==> src/hw/rtl/assert_macros.svh <==
// Assertion macros shared by the RTL files of the audio jitter buffer.
// No dependencies; include by bare file name where assertions are written.
`ifndef ASSERT_MACROS_SVH
`define ASSERT_MACROS_SVH

// Consequent must hold in the same cycle as the antecedent.
`define AJB_ASSERT_SAME(label, clk, rst_n, ante, cons) \
	label: assert property (@(posedge clk) disable iff (!rst_n) (ante) |-> (cons)) \
		else $error("%m: same-cycle check failed");

// Consequent must hold in the cycle after the antecedent.
`define AJB_ASSERT_NEXT(label, clk, rst_n, ante, cons) \
	label: assert property (@(posedge clk) disable iff (!rst_n) (ante) |=> (cons)) \
		else $error("%m: next-cycle check failed");

`endif

==> src/hw/rtl/ajb_pkg.sv <==
// Package of the audio jitter buffer: sizes, operation, status and mode codes,
// and the command struct between controller and datapath. No dependencies.
package ajb_pkg;

	localparam int FRAME_SIZE  = 32;
	localparam int FRAME_COUNT = 20;
	localparam int STORE_DEPTH = FRAME_SIZE * FRAME_COUNT;
	localparam int PTR_W       = $clog2(STORE_DEPTH);
	localparam int CNT_W       = (FRAME_SIZE > 1) ? $clog2(FRAME_SIZE) : 1;
	localparam int SAMPLE_W    = 16;
	localparam int CFG_IDX_W   = 2;
	localparam int CFG_DATA_W  = 8;
	localparam int PREFETCH_W  = 5;
	localparam int LIMIT_W     = 8;
	localparam int OVF_W       = 16;
	localparam int THR_W       = 16;

	// Operations
	localparam logic [1:0] OP_PUT = 2'd0;
	localparam logic [1:0] OP_GET = 2'd1;
	localparam logic [1:0] OP_EOP = 2'd2;

	// Result status
	localparam logic [1:0] STS_OK      = 2'd0;
	localparam logic [1:0] STS_OVF     = 2'd1;
	localparam logic [1:0] STS_DROP    = 2'd2;
	localparam logic [1:0] STS_SILENCE = 2'd3;

	// Playback modes
	localparam logic [1:0] MODE_IDLE = 2'd0;
	localparam logic [1:0] MODE_BUF  = 2'd1;
	localparam logic [1:0] MODE_PLAY = 2'd2;

	// Configuration register indexes
	localparam logic [CFG_IDX_W-1:0] CFG_PREFETCH = 2'd0;
	localparam logic [CFG_IDX_W-1:0] CFG_LIMIT    = 2'd1;

	localparam logic [PREFETCH_W-1:0] PREFETCH_RST = 5'd16;
	localparam logic [LIMIT_W-1:0]    LIMIT_RST    = 8'd200;

	// Controller to datapath commands
	typedef struct packed {
		logic put_acc;
		logic get_acc;
		logic eop_acc;
		logic issue;
		logic issue_last;
	} ajb_cmd_t;

endpackage

==> src/hw/rtl/ajb_ctrl.sv <==
// Controller of the audio jitter buffer: request acceptance and frame sequencing.
// Depends on ajb_pkg.
module ajb_ctrl (
	input  logic                 clk,
	input  logic                 arst_n,
	input  logic                 start,
	input  logic [1:0]           operation,
	output logic                 busy,
	output ajb_pkg::ajb_cmd_t    cmd
);
	import ajb_pkg::*;

	localparam logic ST_IDLE  = 1'b0;
	localparam logic ST_FRAME = 1'b1;

	logic             state_q;
	logic [CNT_W-1:0] cnt_q;
	logic             accept;
	logic             cnt_last;

	assign busy     = (state_q == ST_FRAME);
	assign accept   = start && !busy;
	assign cnt_last = (cnt_q == CNT_W'(FRAME_SIZE - 1));

	// Decode the accepted request and the frame read slot
	always_comb begin
		cmd.put_acc    = accept && (operation == OP_PUT);
		cmd.get_acc    = accept && (operation == OP_GET);
		cmd.eop_acc    = accept && (operation == OP_EOP);
		cmd.issue      = (state_q == ST_FRAME);
		cmd.issue_last = (state_q == ST_FRAME) && cnt_last;
	end

	// Step through one frame, one sample per cycle
	always_ff @(posedge clk or negedge arst_n) begin
		if (!arst_n) begin
			state_q <= ST_IDLE;
			cnt_q   <= '0;
		end else begin
			unique case (state_q)
				ST_IDLE: begin
					cnt_q <= '0;
					if (cmd.get_acc) begin
						state_q <= ST_FRAME;
					end
				end
				ST_FRAME: begin
					cnt_q <= cnt_q + CNT_W'(1);
					if (cnt_last) begin
						state_q <= ST_IDLE;
					end
				end
				default: begin
					state_q <= ST_IDLE;
				end
			endcase
		end
	end

endmodule

==> config.mk <==
export PLATFORM = sky130hd
export DESIGN_NAME = ajb_ctrl
export DESIGN_NICKNAME = d
export VERILOG_FILES = /design/src/hw/rtl/assert_macros.svh /design/src/hw/rtl/ajb_pkg.sv /design/src/hw/rtl/ajb_ctrl.sv
export SDC_FILE = /design/constraint.sdc
export NUM_CORES = 1
export LEC_CHECK = 0
export BUFFER_PORTS_ARGS = -buffer_cell sky130_fd_sc_hd__buf_2
export CORE_AREA = 2 2 39 41
export CTS_CLUSTER_DIAMETER = 80
export DETAILED_ROUTE_END_ITERATION = 7
export DIE_AREA = 0 0 41 43
export GPL_TIMING_DRIVEN = 0
export PLACE_DENSITY = 0.44
export SYNTH_ARGS = -nofsm -noshare
export SYNTH_HDL_FRONTEND = slang
export SYNTH_SLANG_ARGS = --single-unit
==> constraint.sdc <==
create_clock -name clk -period 3.7 [get_ports clk]
set_clock_uncertainty 0.05 [all_clocks]
set_input_delay 0.185 -clock clk [delete_from_list [all_inputs] [get_ports clk]]
set_output_delay 0.185 -clock clk [all_outputs]
set_load 0.02 [all_outputs]
# Word-level counts from Yosys, hierarchy flattened

Index checks and enable logic that the tools add are counted.

Add/subtract/negate cells: 1
Equality and inequality tests: 3
Multiplexer cells: 4
Bitwise logic cells: 1
Reduce and logical (&&, ||, !) cells: 7

Operators with widths:

| cell                                                 | number |
|---|---|
| one-hot mux 5 bit (2 select lines)                   | 1 |
| adder 5 x 1 -> 5 bit (second input constant)         | 1 |
| equality test 5 bit (second input constant)          | 1 |
| logical AND 1 bit                                    | 5 |
| equality test 2 x 1 -> 1 bit (second input constant) | 1 |
| equality test 2 bit (second input constant)          | 1 |
| logical NOT 2 bit                                    | 1 |
| two-way mux 1 bit                                    | 2 |
| one-hot mux 1 bit (2 select lines)                   | 1 |
| logical NOT 1 bit                                    | 1 |
| NOT 1 bit                                            | 1 |

Register bits after elaboration: 6
Output and inout port bits: 6

# Longest topological paths before layout

Gate-level depths: netlist of the first run.

Word-level depth: 5
Mapped depth: 4
Mapped depth without buffers: 4

# Worst setup path after synthesis of the first run

Ideal clock, no wire load.

Kind: register to output
From: reg cnt_q[0]
To: out cmd[0] in the netlist's numbering
Data arrival time: 1155 ps
Required time: 3465 ps
Setup slack: 2310 ps
Stages on the path, launching flop included: 5
Buffers on the path: 0
Path through: dfrtp_1 ha_1 and3_1 ha_1 and2_2

RTL lines:

| item                     | line           | RTL |
|---|---|---|
| start: declaration       | ajb_ctrl.sv:17 | `logic [CNT_W-1:0] cnt_q;` |
| start signal: assignment | ajb_ctrl.sv:48 | `cnt_q <= cnt_q + CNT_W'(1);` |
| end: declaration         | ajb_ctrl.sv:9  | `output ajb_pkg::ajb_cmd_t cmd` |

==> results.txt, run 1 <==
----------------------------------------------------
[Synthesis]
  Mean Syn Cell Area ... 11.6 µm²
  Synthesized area ... 313 µm²
  XOR/XNOR share of the synthesized area ... 2.80%
  Net count after synthesis ... 34
  Portion of netlist area occupied by mux cells ... 3.20%
  Post-synthesis simple-gate area fraction ... 28.0%
  Warning count from the yosys run ... 0
  Largest family of logic cells by synthesized area ... simple AND/OR/NAND/NOR gates
  Compound-cell area share of the yosys netlist ... 5.20%
  Post-synthesis share of cell area spent on full adders, half adders and majority gates ... 8.00%
  Post-synthesis sequential area ratio ... 48.0%
  Library cells used by synthesis ... 16
  Yosys reg bits ... 6
  Number of standard cells after synthesis ... 27

[Final layout]
  Most common cell after layout, fill and taps aside ... sky130_fd_sc_hd__buf_2
  Most used cells in the layout excluding fill and tap cells ... sky130_fd_sc_hd__buf_2, sky130_fd_sc_hd__dfrtp_1, sky130_fd_sc_hd__and2_2, sky130_fd_sc_hd__clkbuf_4
  Nets@finish ... 50
  Antenna diode count ... 0
  Number of cells in the finished layout apart from fillers ... 57
  Layout overhead on the synthesized area ... 32.8%
  Fraction of final layout cells with drive strength greater than 1 ... 48.8%
  Filler Cells Inserted ... 154

[Placed design]
  Cell count after placement ... 53
  Last weighted congestion value of the routability-driven placer ... 0.773
  Count of input and output buffers ... 10
  Detailed placement HPWL ... 517 µm

[Global routing]
  Number of antenna violations at the first check in global routing ... 0
  Maximum number of pins on one net before global-route repair ... 10
  Global router's overall resource usage ... 9.52%
  Wire length of the first global-routing pass ... 1.08 mm
  Vias in the first global route ... 264
  Global route total overflow ... 0

[Setup path]
  Capturing element type of the critical path ... output port
  Data required time at the worst endpoint ... 3.46 ns
  Startpoint kind of the worst setup timing path ... register
  Data arrival at the endpoint of the critical path ... 1.58 ns
  CP Launch Point ... cnt_q[0]
  Class of the most critical setup path ... register to output port
  Length in cells of the worst reg-to-reg path ... 4
  Crit path max fanout ... 3
  End of the worst register-to-register path ... cnt_q[4]
  End point of the critical path ... cmd[0]
  Slack of the worst reg-to-reg path ... 2.27 ns
  RR Startpoint ... cnt_q[0]

[Clock tree]
  Total clock buffers created by CTS ... 3
  CTS tree ... yes
  H-tree depth reported by CTS ... 1
  Max Root-Sink Buffers ... 2
  Clock latency reported for the late side of the worst-skew pair ... 0.24 ns
  Resized Gates After CTS ... 0
  Number of sinks handled by clock tree synthesis ... 6
  Cell chosen for the clock root ... sky130_fd_sc_hd__clkbuf_4
  Clock-pin slew of the registers on the worst-case setup and hold paths ... 0.04 ns

[Power]
  Maximum VDD drop ... 190 µV
  P_leak ... 0.230 nW
  Power per cell area ... 540 nW/µm²

[Routing]
  Final Routed Wirelength ... 644 µm
  Post-detailed-route wirelength per cell ... 11.3 µm
  Iteration-0 DRC Markers ... 3
  Number of vias per cell ... 4.33
  Number of DRC violations after detailed routing ... 0
  Pre-antenna DRT Iters ... 2
  Vias post-DR ... 247
  Routed Antenna Nets ... 0

[STA]
  Unrepaired setup endpoints after global routing ... false
  Slew HR ... 83.3%
  Setup violation total in the final timing report ... 0
  Timing-limited maximum frequency ... 0.552 GHz
  Number of hold violations in the final report ... 0
  Final Critical Period ... 1.81 ns
  Number of pins with negative max-slew slack in the final report ... 0
  Post-route clock period utilization ... 48.9%
  Total negative slack for setup checks ... 0 ns
  Slew @ Worst Pin ... 0.250 ns

[Floorplan]
  Core ar. ... 1380 µm²
  Die outline width ... 41 µm
  Initial cell density of the core ... 22.6%
  Die outline height ... 43 µm
  Number of ports placed on the die boundary ... 11
  Placement row count ... 14
  Die ar. ... 1760 µm²

[Min path]
  Class of the tightest hold or removal check ... input pin to register

[Status]
  Status ... finished, final reports clean

[Job]
  Max_cap viols ... 0

----------------------------------------------------
-- report_power, final --
part | total, mW | internal, mW | switching, mW
registers | 0.101 | 0.0838 | 0.0174
logic | 0.0650 | 0.0333 | 0.0316
clock network | 0.0583 | 0.0366 | 0.0218
total | 0.224 | 0.154 | 0.0708
-- Yosys cell counts --
cell type,n,share of area (%)
sky130_fd_sc_hd__and2_2,3,7.2
sky130_fd_sc_hd__and3_1,1,2.0
sky130_fd_sc_hd__buf_4,1,2.4
sky130_fd_sc_hd__dfrtp_1,6,48
sky130_fd_sc_hd__ha_1,2,8.0
sky130_fd_sc_hd__inv_1,2,2.4
sky130_fd_sc_hd__mux2i_1,1,3.2
sky130_fd_sc_hd__nand2_1,1,1.2
sky130_fd_sc_hd__nand2b_1,1,2.0
sky130_fd_sc_hd__nand2b_4,1,4.4
sky130_fd_sc_hd__nand3_1,1,1.6
sky130_fd_sc_hd__nor2_1,2,2.4
sky130_fd_sc_hd__nor3_1,2,3.2
sky130_fd_sc_hd__nor3b_2,1,4.0
sky130_fd_sc_hd__o32ai_2,1,5.2
sky130_fd_sc_hd__xnor2_1,1,2.8
-- through the flow --
stage	power, mW	hold slack (ns)	utilization (%)	setup slack, ns	area (µm²)
after floorplan	0.144	-0.161	-	2.31	313
after global placement	0.160	-0.0367	27.7	2.17	383
after detailed placement	0.167	-0.0357	27.7	2.15	383
after CTS	0.230	0.144	30.0	1.88	415
after global routing	0.241	0.156	30.0	1.81	415
final	0.224	0.152	30.0	1.89	415
-- how the worst min path moves through the flow --
stage / startpoint / to / cells after the start
floorplan: arst_n / busy / 0
global placement: arst_n / cnt_q[4] / 1
detailed placement: arst_n / cnt_q[4] / 1
CTS: operation[1] / busy / 2
global route: operation[1] / busy / 2
finish: operation[1] / busy / 2
-- critical path, cell delays in order, from the launching register on --
cell and delay (ns):
sky130_fd_sc_hd__dfrtp_1 0.40, sky130_fd_sc_hd__ha_1 0.24, sky130_fd_sc_hd__and3_1 0.19, sky130_fd_sc_hd__ha_1 0.19, sky130_fd_sc_hd__and2_2 0.17, sky130_fd_sc_hd__buf_2 0.15
-- area by class of cell --
type | instances | area (µm²) | area share (%)
Sequential cell | 6 | 150 | 36.1
Clock buffer | 3 | 22.5 | 5.42
Inverter | 2 | 7.51 | 1.81
Multi-Input combinational cell | 18 | 148 | 35.5
Timing Repair Buffer | 11 | 60.1 | 14.5
Buffer | 1 | 7.51 | 1.81
Tap cell | 16 | 20.0 | 4.82
-- logic make-up after synthesis --
logic type      Yosys count
flops                     6
buf+inv                   3
simple gates             13
mux                       1
fa+ha+maj                 2
compound gates            1
xor+xnor                  1
-- what timing repair did --
action,CTS,global route
hold endpoints to repair,6,0
hold buffers,1,0
buffers inserted,0,0
-- registers in the layout, summed over array words and instances (netlist names) --
register and cells:
cnt_q 5, busy 1
-- routing by layer --
metal  vias to the layer above  part of all wire [%]  GRT usage (%)
met1                       122                    40           9.60
li1                        120                     -              -
met4                         0                     0           10.0
met3                         0                   6.1           1.57
met2                         5                    54           14.7
met5                         -                     0              0
Power figures use the tool's default switching activity.
==> run 2: changes to the inputs <==
--- a/config.mk
+++ b/config.mk
@@ -11,7 +11,7 @@
 export DETAILED_ROUTE_END_ITERATION = 7
 export DIE_AREA = 0 0 41 43
 export GPL_TIMING_DRIVEN = 0
-export PLACE_DENSITY = 0.44
+export PLACE_DENSITY = 0.45
 export SYNTH_ARGS = -nofsm -noshare
 export SYNTH_HDL_FRONTEND = slang
 export SYNTH_SLANG_ARGS = --single-unit
==> constraint.sdc (replaced) <==
create_clock -name clk -period 1.6 [get_ports clk]
set_clock_uncertainty 0.05 [all_clocks]
set_input_delay 0.08 -clock clk [delete_from_list [all_inputs] [get_ports clk]]
set_output_delay 0.08 -clock clk [all_outputs]
set_load 0.02 [all_outputs]
==> results.txt, run 2 (synthesized netlist as in run 1, its figures left out) <==
----------------------------------------------------
[Placed design]
  Count of input and output buffers ... 10 (unchanged)
  Last weighted congestion value of the routability-driven placer ... 0.752 (-2.7%)
  Detailed placement HPWL ... 468 µm (-9.5%)
  Worst slack, placed ... 0.161 ns (-1.99 ns)

[Power]
  Net load switching power ... 185 µW (+160%)
  P_leak ... 0.240 nW (+4.0%)
  Share of total power in combinational logic ... 34.3% (+5.4 points)
  Fraction of power consumed by sequential logic ... 41.0% (-4.1 points)
  Internal ... 388 µW (+150%)
  Power consumption ... 573 µW (+160%)
  Power per cell area ... 1230 nW/µm² (+130%)
  Clk pwr share ... 24.7% (-1.3 points)
  Fraction of power spent switching nets ... 32.2% (+0.69 points)
  Maximum VDD drop ... 383 µV (+100%)

[Setup path]
  Class of the most critical setup path ... register to output port
  Startpoint kind of the worst setup timing path ... register
  Data arrival at the endpoint of the critical path ... 1.43 ns (-0.15 ns)
  Crit path max fanout ... 2 (-1)
  Data required time at the worst endpoint ... 1.47 ns (-1.99 ns)
  Capturing element type of the critical path ... output port

[Routing]
  Final Routed Wirelength ... 692 µm (+7.5%)
  Number of vias per cell ... 4.47 (+3.1%)
  Pre-antenna DRT Iters ... 2 (unchanged)
  Post-detailed-route wirelength per cell ... 11.5 µm (+2.1%)
  Iteration-0 DRC Markers ... 2 (-1)
  Vias post-DR ... 268 (+8.5%)
  Routed Antenna Nets ... 0 (unchanged)
  Number of DRC violations after detailed routing ... 0 (unchanged)

[Global routing]
  Vias in the first global route ... 281 (+6.4%)
  Wire length of the first global-routing pass ... 1.01 mm (-6.4%)
  Maximum number of pins on one net before global-route repair ... 10 (unchanged)
  Number of antenna violations at the first check in global routing ... 0 (unchanged)
  Global route total overflow ... 0 (unchanged)
  Global router's overall resource usage ... 9.52% (unchanged)

[Final layout]
  Multi-input combinational cell area ... 169 µm² (+14%)
  Fraction of final layout cells with drive strength greater than 1 ... 59.1% (+10 points)
  Antenna diode count ... 0 (unchanged)
  Most used cells in the layout excluding fill and tap cells ... sky130_fd_sc_hd__buf_2, sky130_fd_sc_hd__dfrtp_1, sky130_fd_sc_hd__buf_4
  Register name with the most flops ... cnt_q
  Most common cell after layout, fill and taps aside ... sky130_fd_sc_hd__buf_2
  Nets@finish ... 53 (+6.0%)
  Layout overhead on the synthesized area ... 48.8%
  Area of all sequential standard cells ... 150 µm² (unchanged)
  Filler Cells Inserted ... 146 (-5.2%)
  Flip-flop count of the largest register, all copies and words added ... 5 (unchanged)

[STA]
  Slew @ Worst Pin ... 0.254 ns (+0.00422 ns)
  Unrepaired setup endpoints after global routing ... false
  Setup violation total in the final timing report ... 0 (unchanged)
  Number of hold violations in the final report ... 0 (unchanged)
  Number of pins with negative max-slew slack in the final report ... 0 (unchanged)
  Final Critical Period ... 1.56 ns
  Slew HR ... 83.1% (-0.28 points)
  Timing-limited maximum frequency ... 0.641 GHz
  Post-route clock period utilization ... 97.5%
  Final setup slack of the worst path ... 0.0403 ns (-1.85 ns)
  Total negative slack for setup checks ... 0 ns (unchanged)

[Floorplan]
  Die outline height ... 43 µm (unchanged)
  Die ar. ... 1760 µm² (unchanged)
  Core ar. ... 1380 µm² (unchanged)
  Die outline width ... 41 µm (unchanged)
  Placement row count ... 14 (unchanged)
  Initial cell density of the core ... 22.6% (unchanged)
  Number of ports placed on the die boundary ... 11 (unchanged)

[Status]
  Status ... finished, final reports clean

[Clock tree]
  Cell chosen for the clock root ... sky130_fd_sc_hd__clkbuf_4
  Clock-pin slew of the registers on the worst-case setup and hold paths ... 0.05 ns (about the same)
  Max Root-Sink Buffers ... 2 (unchanged)
  CTS tree ... yes
  Number of sinks handled by clock tree synthesis ... 6 (unchanged)
  Clock latency reported for the late side of the worst-skew pair ... 0.25 ns (about the same)
  H-tree depth reported by CTS ... 1 (unchanged)
  Total clock buffers created by CTS ... 3 (unchanged)

[Job]
  Max_cap viols ... 0 (unchanged)

[Min path]
  Class of the tightest hold or removal check ... input pin to register

----------------------------------------------------
==> run 2: cell types whose count changed in the layout (fill, tap and decap cells not counted), sizes merged <==
| cell | before | now |
|---|---|---|
| buf | 11 | 14 |
==> run 2: stage by stage <==
| step | hold WS (ns) | instance area [µm²] | cells | util [%] |
|---|---|---|---|---|
| CTS | 0.0282 | 442 | 59 | 31.9 |
| floorplan | -0.266 | 313 | 27 | - |
| global placement | -0.146 | 383 | 53 | 27.7 |
| finish | 0.0334 | 465 | 60 | 33.6 |
| global route | 0.0424 | 465 | 60 | 33.6 |
| detailed placement | -0.142 | 383 | 53 | 27.7 |
==> run 2: layout make-up <==
type,count,share of cell area [%]
plain buffers,1,1.61
clock buffers,3,4.84
inverters,2,1.61
multi-input cells,18,36.3
flip-flops and latches,6,32.3
well taps,16,4.30
repair buffers,14,19.1
==> run 2: metal layers <==
| metal | GRT usage [%] | share of wire [%] | vias up |
|---|---|---|---|
| li1 | - | - | 123 |
| met1 | 5.96 | 35 | 131 |
| met2 | 17.2 | 54 | 12 |
| met3 | 4.71 | 7.8 | 2 |
| met4 | 8.00 | 2.7 | 0 |
| met5 | 0 | 0 | - |
==> run 2: final timing paths <==
check	cells after the start	slack (ns)	endpoint	startpoint
hold reg to reg	2	0.52	cnt_q[3]	cnt_q[3]
min in group asynchronous	2	0.14	cnt_q[2]	arst_n
hold / removal	2	0.03	busy	operation[1]
setup / recovery	5	0.04	cmd[0]	cnt_q[0]
max in group asynchronous	2	1.22	cnt_q[3]	arst_n
setup reg to reg	4	0.28	cnt_q[4]	cnt_q[0]
==> run 2: power groups by stage <==
stage | clock network (mW) | registers [mW] | logic, mW
after floorplan | 0 | 0.230 | 0.102
after CTS | 0.148 | 0.231 | 0.176
after global placement | 0 | 0.231 | 0.141
after global routing | 0.152 | 0.242 | 0.214
after detailed placement | 0 | 0.235 | 0.146
final | 0.141 | 0.235 | 0.197
==> run 2: what timing repair did <==
item,in CTS,in global routing
gates cloned,0,0
hold buffers,1,0
hold endpoints to repair,6,0
endpoints found under the setup margin,1,1
gates resized for setup,4,3
pin swaps,1,1
buffers inserted,2,1
==> run 2: critical path: stages, from the launching register on <==
cell and delay (ns):
sky130_fd_sc_hd__dfrtp_1 0.40, sky130_fd_sc_hd__ha_2 0.20, sky130_fd_sc_hd__and3_4 0.18, sky130_fd_sc_hd__ha_4 0.15, sky130_fd_sc_hd__and2_4 0.13, sky130_fd_sc_hd__buf_6 0.12
==> run 3: changes to the inputs <==
--- a/config.mk
+++ b/config.mk
@@ -5,7 +5,7 @@
 export SDC_FILE = /design/constraint.sdc
 export NUM_CORES = 1
 export LEC_CHECK = 0
-export BUFFER_PORTS_ARGS = -buffer_cell sky130_fd_sc_hd__buf_2
+export BUFFER_PORTS_ARGS = -buffer_cell sky130_fd_sc_hd__clkbuf_2
 export CORE_AREA = 2 2 39 41
 export CTS_CLUSTER_DIAMETER = 80
 export DETAILED_ROUTE_END_ITERATION = 7
==> results.txt, run 3 (synthesized netlist as in run 1, its figures left out) <==
----------------------------------------------------
[Global routing]
  Maximum number of pins on one net before global-route repair ... 10 (unchanged)
  Vias in the first global route ... 254 (-9.6%)
  Global router's overall resource usage ... 8.40% (-1.1 points)
  Wire length of the first global-routing pass ... 931 µm (-7.5%)
  Global route total overflow ... 0 (unchanged)
  Number of antenna violations at the first check in global routing ... 0 (unchanged)

[Clock tree]
  Clock latency reported for the late side of the worst-skew pair ... 0.24 ns (about the same)
  Cell chosen for the clock root ... sky130_fd_sc_hd__clkbuf_4
  Number of sinks handled by clock tree synthesis ... 6 (unchanged)
  CTS tree ... yes
  Total clock buffers created by CTS ... 3 (unchanged)
  H-tree depth reported by CTS ... 1 (unchanged)
  Max Root-Sink Buffers ... 2 (unchanged)
  Clock-pin slew of the registers on the worst-case setup and hold paths ... 0.05 ns (about the same)

[Routing]
  Pre-antenna DRT Iters ... 2 (unchanged)
  Final Routed Wirelength ... 598 µm (-14%)
  Routed Antenna Nets ... 0 (unchanged)
  Number of DRC violations after detailed routing ... 0 (unchanged)
  Vias post-DR ... 256 (-4.5%)
  Iteration-0 DRC Markers ... 1 (-1)
  Post-detailed-route wirelength per cell ... 10.1 µm (-12%)
  Number of vias per cell ... 4.34 (-2.9%)

[Setup path]
  Length in cells of the worst reg-to-reg path ... 4 (unchanged)
  Startpoint kind of the worst setup timing path ... register
  Slack of the worst reg-to-reg path ... 0.32 ns (+0.04 ns)
  CP Launch Point ... cnt_q[0]
  RR Startpoint ... cnt_q[0]
  Class of the most critical setup path ... register to output port
  Capturing element type of the critical path ... output port
  Crit path max fanout ... 2 (unchanged)
  End of the worst register-to-register path ... cnt_q[4]
  Data arrival at the endpoint of the critical path ... 1.39 ns (-0.04 ns)
  Data required time at the worst endpoint ... 1.47 ns (about the same)

[Placed design]
  Worst slack, placed ... 0.174 ns (+0.0126 ns)
  Count of input and output buffers ... 10 (unchanged)
  DP Area ... 383 µm² (unchanged)
  Last weighted congestion value of the routability-driven placer ... 0.752 (about the same)
  Detailed placement HPWL ... 454 µm (-2.9%)

[STA]
  Unrepaired setup endpoints after global routing ... false
  Slew HR ... 82.9% (-0.13 points)
  Number of pins with negative max-slew slack in the final report ... 0 (unchanged)
  Final Critical Period ... 1.52 ns (-0.0355 ns)
  Timing-limited maximum frequency ... 0.656 GHz (+2.3%)
  Post-route clock period utilization ... 95.3% (-2.2 points)
  Final setup slack of the worst path ... 0.0758 ns (+0.0355 ns)
  Total negative slack for setup checks ... 0 ns (unchanged)
  Number of hold violations in the final report ... 0 (unchanged)
  Slew @ Worst Pin ... 0.256 ns (+0.00194 ns)
  Setup violation total in the final timing report ... 0 (unchanged)

[Final layout]
  Layout overhead on the synthesized area ... 47.6%
  Most used cells in the layout excluding fill and tap cells ... sky130_fd_sc_hd__clkbuf_2, sky130_fd_sc_hd__dfrtp_1, sky130_fd_sc_hd__buf_4, sky130_fd_sc_hd__clkbuf_4
  Flip-flop count of the largest register, all copies and words added ... 5 (unchanged)
  Register name with the most flops ... cnt_q
  Cell area after layout ... 462 µm² (-0.81%)
  Most common cell after layout, fill and taps aside ... sky130_fd_sc_hd__clkbuf_2
  Fraction of final layout cells with drive strength greater than 1 ... 58.1% (-0.95 points)
  Nets@finish ... 52 (-1.9%)
  Antenna diode count ... 0 (unchanged)

[Floorplan]
  Initial cell density of the core ... 22.6% (unchanged)
  Die outline width ... 41 µm (unchanged)
  Core ar. ... 1380 µm² (unchanged)
  Die outline height ... 43 µm (unchanged)
  Die ar. ... 1760 µm² (unchanged)
  Number of ports placed on the die boundary ... 11 (unchanged)
  Placement row count ... 14 (unchanged)

[Min path]
  Worst Hold Endpoint ... busy
  Class of the tightest hold or removal check ... input pin to register
  Origin of the worst min-delay path ... operation[1]
  Worst hold path cell count ... 2 (unchanged)

[Power]
  Maximum VDD drop ... 559 µV (+46%)
  P_leak ... 0.235 nW (-1.8%)
  Power per cell area ... 1180 nW/µm² (-3.9%)

[Job]
  Max_cap viols ... 0 (unchanged)

[Status]
  Status ... finished, final reports clean

----------------------------------------------------
run 3: cell count changes in the layout (fill, tap and decap cells not counted):
cell,previous run,this run
sky130_fd_sc_hd__buf_2,9,0
sky130_fd_sc_hd__clkbuf_2,0,9
sky130_fd_sc_hd__buf_8,0,1
sky130_fd_sc_hd__buf_6,1,0
sky130_fd_sc_hd__buf_4,4,3
run 3: metal layers:
metal  vias up  wire, µm  part of all wire, %  GRT usage (%)
met2        11       295                   49           13.4
met5         -         0                    0              0
met3         0        54                  9.0           6.28
met4         0         0                    0           4.00
met1       121       248                   41           7.26
li1        124         -                    -              -
run 3: worst max path at each step:
stage / end / slack [ns] / cells past startpoint
floorplan: cnt_q[4] / 0.25 / 4
global placement: cmd[0] / 0.18 / 5
detailed placement: cmd[0] / 0.17 / 5
CTS: cmd[0] / 0.005 / 5
global route: cmd[0] / 0.01 / 5
finish: cmd[0] / 0.08 / 5
run 3: metrics by stage:
stage,cells,util [%],power [mW],hold WS [ns]
2_1_floorplan,27,-,0.333,-0.266
3_3_place_gp,53,27.7,0.372,-0.136
4_1_cts,59,32.1,0.550,0.0343
6_report,59,33.4,0.547,0.0373
3_5_place_dp,53,27.7,0.380,-0.134
5_1_grt,59,33.4,0.596,0.0404
run 3: power breakdown:
group	switching, mW	internal [mW]
Sequential	0.0373	0.194
Clock	0.0521	0.0847
Combinational	0.0806	0.0982
run 3: cell type report:
class                      instances  area (µm²)
buffer                             1        7.51
fill                             136         922
inverter                           2        7.51
sequential                         6         150
tap                               16        20.0
multi-input combinational         18         169
clock buffer                       3        22.5
timing repair buffer              13        85.1
run 3: timing repair:
item / 4_1_cts / 5_1_grt
resized for setup: 4 / 4
setup endpoints to repair: 1 / 1
cloned: 0 / 0
endpoints found under the hold margin: 6 / 0
pin swaps: 1 / 1
hold buffers: 1 / 0
buffers inserted: 2 / 0
run 3: worst max-delay path: stages (launching register included):
cell and delay [ns]:
sky130_fd_sc_hd__dfrtp_1 0.38, sky130_fd_sc_hd__ha_2 0.19, sky130_fd_sc_hd__and3_4 0.18, sky130_fd_sc_hd__ha_4 0.15, sky130_fd_sc_hd__and2_4 0.13, sky130_fd_sc_hd__buf_8 0.12
